$ cat src/rtl/mnef_pkg.sv
// shared types, constants and the median-of-three function for the channel filter
package mnef_pkg;

  localparam int unsigned SampleBits  = 10;
  localparam int unsigned FilterShift = 4;
  localparam int unsigned AccBits     = SampleBits + FilterShift;
  localparam int unsigned NumChannels = 4;
  localparam int unsigned ChanBits    = $clog2(NumChannels);

  typedef logic [SampleBits-1:0] sample_t;
  typedef logic [AccBits-1:0]    acc_t;
  typedef logic [ChanBits-1:0]   chan_t;

  // channel codes in round-robin order
  localparam chan_t ChanPower      = chan_t'(0);
  localparam chan_t ChanVoltage    = chan_t'(1);
  localparam chan_t ChanCurrent    = chan_t'(2);
  localparam chan_t ChanResistance = chan_t'(3);

  // median-of-nine result towards the accumulator stage
  typedef struct packed {
    logic    done;   // this transfer completes nine samples
    sample_t value;  // median of nine, meaningful when done
  } med_res_t;

  // true median of three values
  function automatic sample_t mid3(sample_t a, sample_t b, sample_t c);
    sample_t lo;
    sample_t hi;
    sample_t res;
    lo = (a < b) ? a : b;
    hi = (a < b) ? b : a;
    if (c >= hi) begin
      res = hi;
    end else if (c <= lo) begin
      res = lo;
    end else begin
      res = c;
    end
    return res;
  endfunction

endpackage

$ cat src/rtl/mnef_median.sv
// median-of-three and median-of-nine collection with the sample and median holds
module mnef_median import mnef_pkg::*; (
  input  logic     clk_i,
  input  logic     rst_ni,
  input  logic     accept_i,
  input  sample_t  sample_i,
  output logic     nine_next_o,
  output med_res_t res_o
);

  sample_t    sample_hold_q [2];
  sample_t    sample_hold_d [2];
  logic [1:0] sample_idx_q, sample_idx_d;
  sample_t    median_hold_q [2];
  sample_t    median_hold_d [2];
  logic [1:0] median_idx_q, median_idx_d;
  sample_t    med3;
  logic       trip_full;
  logic       med_full;

  // an index of two or three means two held
  assign trip_full   = (sample_idx_q >= 2'd2);
  assign med_full    = (median_idx_q >= 2'd2);
  assign nine_next_o = trip_full && med_full;

  assign med3         = mid3(sample_hold_q[0], sample_hold_q[1], sample_i);
  assign res_o.done   = nine_next_o;
  assign res_o.value  = mid3(median_hold_q[0], median_hold_q[1], med3);

  // next state of holds and indices
  always_comb begin
    sample_hold_d = sample_hold_q;
    sample_idx_d  = sample_idx_q;
    median_hold_d = median_hold_q;
    median_idx_d  = median_idx_q;
    if (accept_i) begin
      if (!trip_full) begin
        sample_hold_d[sample_idx_q[0]] = sample_i;
        sample_idx_d                   = sample_idx_q + 2'd1;
      end else begin
        sample_idx_d = 2'd0;
        if (!med_full) begin
          median_hold_d[median_idx_q[0]] = med3;
          median_idx_d                   = median_idx_q + 2'd1;
        end else begin
          median_idx_d = 2'd0;
        end
      end
    end
  end

  always_ff @(posedge clk_i or negedge rst_ni) begin
    if (!rst_ni) begin
      sample_hold_q[0] <= '0;
      sample_hold_q[1] <= '0;
      sample_idx_q     <= '0;
      median_hold_q[0] <= '0;
      median_hold_q[1] <= '0;
      median_idx_q     <= '0;
    end else begin
      sample_hold_q <= sample_hold_d;
      sample_idx_q  <= sample_idx_d;
      median_hold_q <= median_hold_d;
      median_idx_q  <= median_idx_d;
    end
  end

endmodule

$ cat src/rtl/mnef_acc_ram.sv
// per-channel accumulator memory, registered read, entries read as zero until written
module mnef_acc_ram import mnef_pkg::*; (
  input  logic  clk_i,
  input  logic  rst_ni,
  input  logic  we_i,
  input  chan_t waddr_i,
  input  acc_t  wdata_i,
  input  logic  re_i,
  input  chan_t raddr_i,
  output acc_t  rdata_o
);

  acc_t                   mem_q [NumChannels];
  logic [NumChannels-1:0] vld_q;
  acc_t                   rdata_q;

  // storage array, no reset
  always_ff @(posedge clk_i) begin
    if (we_i) begin
      mem_q[waddr_i] <= wdata_i;
    end
  end

  // written flags and read register
  always_ff @(posedge clk_i or negedge rst_ni) begin
    if (!rst_ni) begin
      vld_q   <= '0;
      rdata_q <= '0;
    end else begin
      if (we_i) begin
        vld_q[waddr_i] <= 1'b1;
      end
      if (re_i) begin
        rdata_q <= vld_q[raddr_i] ? mem_q[raddr_i] : '0;
      end
    end
  end

  assign rdata_o = rdata_q;

endmodule

$ cat src/rtl/median_nine_ema_channel_filter_core.sv
// top level: median-of-nine front end, accumulator memory update and output register
//
//   channel   dir  handshake                  payload
//   input     in   in_valid_i / in_ready_o    sample_i[9:0]
//   result    out  out_valid_o / out_ready_i  channel_o[1:0], filtered_value_o[9:0]
//
// one sample per cycle while in_ready_o is high; every ninth transfer yields one result
// (accumulator memory read register, then modify, write back and output register)
// reset clears the holds, indices, channel pointer and the memory written flags
// a held result stalls the input only on a transfer that would complete nine samples
// the same accumulator entry is touched at most once every 36 transfers, so no forwarding
module median_nine_ema_channel_filter_core import mnef_pkg::*; (
  input  logic    clk_i,
  input  logic    rst_ni,
  input  logic    in_valid_i,
  output logic    in_ready_o,
  input  sample_t sample_i,
  output logic    out_valid_o,
  input  logic    out_ready_i,
  output chan_t   channel_o,
  output sample_t filtered_value_o
);

  logic     in_xfer;
  logic     nine_next;
  med_res_t med_res;
  logic     issue;

  logic     s1_valid_q, s1_valid_d;
  sample_t  s1_val_q;
  chan_t    s1_ch_q;
  logic     s1_go;
  logic     drain;

  chan_t    ch_q, ch_d;
  acc_t     acc_rd;
  sample_t  prev;
  acc_t     acc_new;

  logic     out_valid_q, out_valid_d;
  chan_t    out_ch_q;
  sample_t  out_val_q;

  // handshake
  assign s1_go      = !out_valid_q || out_ready_i;
  assign drain      = s1_valid_q && s1_go;
  assign in_ready_o = !(nine_next && s1_valid_q && !s1_go);
  assign in_xfer    = in_valid_i && in_ready_o;
  assign issue      = in_xfer && med_res.done;

  mnef_median u_median (
    .clk_i      (clk_i),
    .rst_ni     (rst_ni),
    .accept_i   (in_xfer),
    .sample_i   (sample_i),
    .nine_next_o(nine_next),
    .res_o      (med_res)
  );

  // accumulator update from registered read data
  assign prev    = acc_rd[AccBits-1:FilterShift];
  assign acc_new = acc_rd - acc_t'(prev) + acc_t'(s1_val_q);

  mnef_acc_ram u_acc_ram (
    .clk_i  (clk_i),
    .rst_ni (rst_ni),
    .we_i   (drain),
    .waddr_i(s1_ch_q),
    .wdata_i(acc_new),
    .re_i   (issue),
    .raddr_i(ch_q),
    .rdata_o(acc_rd)
  );

  // control next state
  always_comb begin
    ch_d        = issue ? ch_q + chan_t'(1) : ch_q;
    s1_valid_d  = issue || (s1_valid_q && !s1_go);
    out_valid_d = drain || (out_valid_q && !out_ready_i);
  end

  always_ff @(posedge clk_i or negedge rst_ni) begin
    if (!rst_ni) begin
      ch_q        <= ChanPower;
      s1_valid_q  <= 1'b0;
      out_valid_q <= 1'b0;
    end else begin
      ch_q        <= ch_d;
      s1_valid_q  <= s1_valid_d;
      out_valid_q <= out_valid_d;
    end
  end

  // payload registers
  always_ff @(posedge clk_i) begin
    if (issue) begin
      s1_val_q <= med_res.value;
      s1_ch_q  <= ch_q;
    end
    if (drain) begin
      out_ch_q  <= s1_ch_q;
      out_val_q <= prev;
    end
  end

  assign out_valid_o      = out_valid_q;
  assign channel_o        = out_ch_q;
  assign filtered_value_o = out_val_q;

endmodule

$ cat config.mk
export PLATFORM = sky130hd
export DESIGN_NAME = median_nine_ema_channel_filter_core
export DESIGN_NICKNAME = d
export VERILOG_FILES = /design/src/rtl/mnef_pkg.sv /design/src/rtl/mnef_median.sv /design/src/rtl/mnef_acc_ram.sv /design/src/rtl/median_nine_ema_channel_filter_core.sv
export SDC_FILE = /design/constraint.sdc
export NUM_CORES = 1
export LEC_CHECK = 0
export ABC_CLOCK_PERIOD_IN_PS = 8400
export BUFFER_PORTS_ARGS = -buffer_cell sky130_fd_sc_hd__buf_2
export CAP_MARGIN = 10
export CORE_UTILIZATION = 52
export CTS_BUF_LIST = sky130_fd_sc_hd__clkbuf_8
export DETAILED_ROUTE_END_ITERATION = 6
export GPL_ROUTABILITY_DRIVEN = 0
export HOLD_SLACK_MARGIN = 0.08
export PLACE_DENSITY = 0.66
export SLEW_MARGIN = 20
export SYNTH_ARGS = -nofsm -noshare
export SYNTH_HDL_FRONTEND = slang
export SYNTH_HIERARCHICAL = 1
export SYNTH_SLANG_ARGS = --single-unit
$ cat constraint.sdc
create_clock -name clk_i -period 8.4 [get_ports clk_i]
set_input_delay 0 -clock clk_i [delete_from_list [all_inputs] [get_ports clk_i]]
set_output_delay 0 -clock clk_i [all_outputs]
set_load 0.005 [all_outputs]
==> results.txt <==
----------------------------------------------------
[Synthesis]
  Post-synthesis sequential area ratio ... 0.4579
  Synth Area in Adders ... 0.1214
  Synthesized-area fraction occupied by ao, oa, aoi and oai cells ... 0.1427
  Distinct cell type count after synthesis ... 70
  Syn Nets ... 925
  Post-Synth Simple-Gate Area ... 0.1252
  Number of enable-type register cells in the synthesized netlist ... 80
  Combinational family with the most area after synthesis ... compound AO/OA/AOI/OAI gates
  Xor/xnor cell area share of the yosys netlist ... 0.008903
  Ys async rst share ... 0.4521
  Gate count of the mapped netlist ... 832
  Post-synth design cell area ... 0.008853 mm^2
  Mux share of post-synthesis cell area ... 0.08804
  Top FF cell, synth ... edfxtp_1
  Synthesized area per cell ... 10.64 um^2
  YS warnings ... 6
  Flops & latches, synth ... 146

[Run]
  Max_cap viols ... 0

[Critical path]
  Kind of launch point of the worst setup path ... flop
  Category of the critical setup timing path ... flop to flop
  Setup slack on the worst flop-to-flop path ... 1.04 ns
  CP arrival ... 7.56 ns
  Setup crit end kind ... flop
  Worst Path Max Fanout ... 22
  Data required, critical path ... 8.59 ns

[Outcome]
  Run status ... finished clean

[Layout]
  Leading cell type in the layout, fill and taps excluded ... inv_1
  Filler-free cell count of the finished design ... 1104
  Area of the multi-input gates ... 0.004334 mm^2
  Commonest non-fill, non-tap cells in the layout ... inv_1 (86), edfxtp_1 (80), nand2_1 (71)
  Fill cell instance count of the final layout ... 1439
  Fraction of layout cells with a size suffix above 1 ... 0.1416
  Layout overhead on the synthesized area ... 10.05%
  Sequential Area ... 0.004054 mm^2
  Number of nets in the layout ... 963

[Global route]
  Via count of the first global-routing pass ... 6475
  Total routing usage reported by global routing ... 0.2364
  Antenna violations before repair ... 1
  Global-route wire length before repair ... 32.19 mm
  Global route overflow ... 0
  Maximum number of pins on one net before global-route repair ... 67

[Routing]
  Wire length reported by the detailed router ... 19.18 mm
  Post-route ant nets ... 0
  Number of vias in the routed layout ... 6210
  Drt pass-1 iters ... 5
  Number of vias per cell after detailed routing ... 5.625
  Drt drc ... 0
  Violation count after the first detailed-route iteration ... 257
  WL/cell ... 17.37 um

[STA]
  RSZ-0062 raised after global routing ... no
  Worst Clk Skew ... 0.02048 ns
  Pins Over Slew Limit ... 0
  Slew headroom ... 0.3607
  Fin. Hold Viols ... 0
  FMAX ... 135.8 MHz
  Post-Route Setup TNS ... 0 ns
  Transition time at the pin with the least slew margin ... 0.9579 ns
  Final setup fails ... 0
  Period utilization ... 0.8767
  Time the worst path needs with I/O delays and setup ... 7.365 ns

[Floorplanning]
  Area enclosed by the die boundary ... 0.01755 mm^2
  Number of top-level pins ... 28
  Number of rows created at floorplan ... 47
  Chip width ... 132.5 um
  Y dimension of the die ... 132.5 um
  Core area ... 0.01658 mm^2
  Effective utilization at floorplan ... 0.5339

[CTS]
  Number of buffers inserted by post-CTS setup repair ... 0
  Deepest clock path buffer count ... 2
  Clock tree root driver cell ... clkbuf_8
  H-tree Lvls ... 4
  Clock tree from TritonCTS ... built
  Number of sinks on the clock net ... 146
  Cts bufs inserted ... 17
  Clk_lat worst skew ... 0.46 ns
  Clock slew at reported path FFs ... 0.10 ns

[Placed design]
  Quantity of I/O buffers inserted on ports ... 27
  Sum of net half-perimeters after detailed placement ... 13.59 mm
  Number of placed instances with taps included ... 1058

[Worst hold path]
  Type of the most critical hold path ... primary input to async pin

----------------------------------------------------
[per-stage QoR]
stage	setup slack, ns	hold slack, ns	util	instance area [um^2]
after global routing	0.4951	0.3502	0.5875	9743
final	1.035	0.3006	0.5875	9743
after detailed placement	0.9227	0.2781	0.5543	9193
after floorplan	2.416	-0.2956	-	8853
after global placement	1.198	0.2674	0.5543	9193
after CTS	0.8773	0.3265	0.5871	9737
[timing repair]
action                                  CTS  global route
hold buffers                             13             0
gates resized for setup                   0             0
endpoints found under the setup margin    0             0
endpoints found under the hold margin    92             0
[final cells by class]
cell class	instances	area share
inverters	86	0.03313
repair buffers	50	0.03493
diodes	1	0.0002568
clock buffers	18	0.02543
clock inverters	14	0.01708
multi-input cells	569	0.4448
flip-flops and latches	146	0.4161
well taps	220	0.02825
[registers in the layout, summed over array words and instances, names as in the netlist]
name	cells
u_median/sample_idx_q	2
filtered_value_o	10
s1_val_q	10
u_median/sample_hold_q	20
u_acc_ram/rdata_o	14
s1_valid_q	1
s1_ch_q	2
channel_o	2
u_acc_ram/vld_q	4
u_acc_ram/mem_q	56
ch_q	2
u_median/median_idx_q	2
out_valid_o	1
u_median/median_hold_q	20
[worst max-delay path, cell delays in order (launching register included)]
cell	delay (ns)
dfrtp_1	0.43
inv_1	0.11
ha_1	0.32
a41oi_1	0.14
or3_1	0.47
nand2_1	0.65
mux2i_1	0.24
ha_1	0.38
nand4_1	0.15
nor2_1	0.30
o21ai_0	0.20
or4_1	0.48
o211ai_2	0.15
o21ai_2	0.28
mux2i_1	0.18
o21ai_0	0.56
inv_1	0.18
ha_1	0.33
a21oi_1	0.16
o21bai_1	0.10
maj3_2	0.30
a21oi_2	0.65
nor2_1	0.10
a31o_1	0.23
[synth_stat cells, drive strengths merged (17+ instances only)]
cell type	number	area [um^2]
a21oi	50	265.3
clkbuf	17	65.06
dfrtp	66	1652
edfxtp	80	2402
ha	69	863.3
inv	86	322.8
mux2	18	206.4
mux2i	56	573.1
nand2	71	266.5
nand2b	21	131.4
nor2	62	232.7
o21ai	44	220.2
[cells by family (layout without fill, tap and decap cells)]
kind of cell | count (synthesis) | in the layout
AOI/OAI and AO/OA | 175 | 175
xor gates and xnor gates | 9 | 9
adders and majority gates | 80 | 80
buffers and inverters | 117 | 168
DFF | 146 | 146
muxes | 74 | 74
other | 0 | 1
and+or+nand+nor | 231 | 231
[final timing paths]
kind / cells after the start / to / startpoint
max: 23 / s1_val_q[4] / u_median/sample_hold_q[3]
min: 3 / u_acc_ram/vld_q[3] / rst_ni
max reg2reg: 23 / s1_val_q[4] / u_median/sample_hold_q[3]
min reg2reg: 1 / u_acc_ram/vld_q[0] / u_acc_ram/vld_q[0]
max in group asynchronous: 3 / u_median/median_hold_q[15] / rst_ni
min in group clk_i: 3 / u_median/sample_hold_q[10] / sample_i[0]
[per-layer routing]
layer	part of all wire	global-route usage	up-vias	wire, um
met5	0	0	-	0
met4	0.021	0.07918	0	394
met3	0.031	0.03448	33	588
met2	0.52	0.4354	102	9982
met1	0.43	0.2814	3027	8212
li1	-	-	3048	-
Power is left out: the tool's default activity adds up to more than one toggle a clock period on the data nets, which glitch-free logic cannot reach.
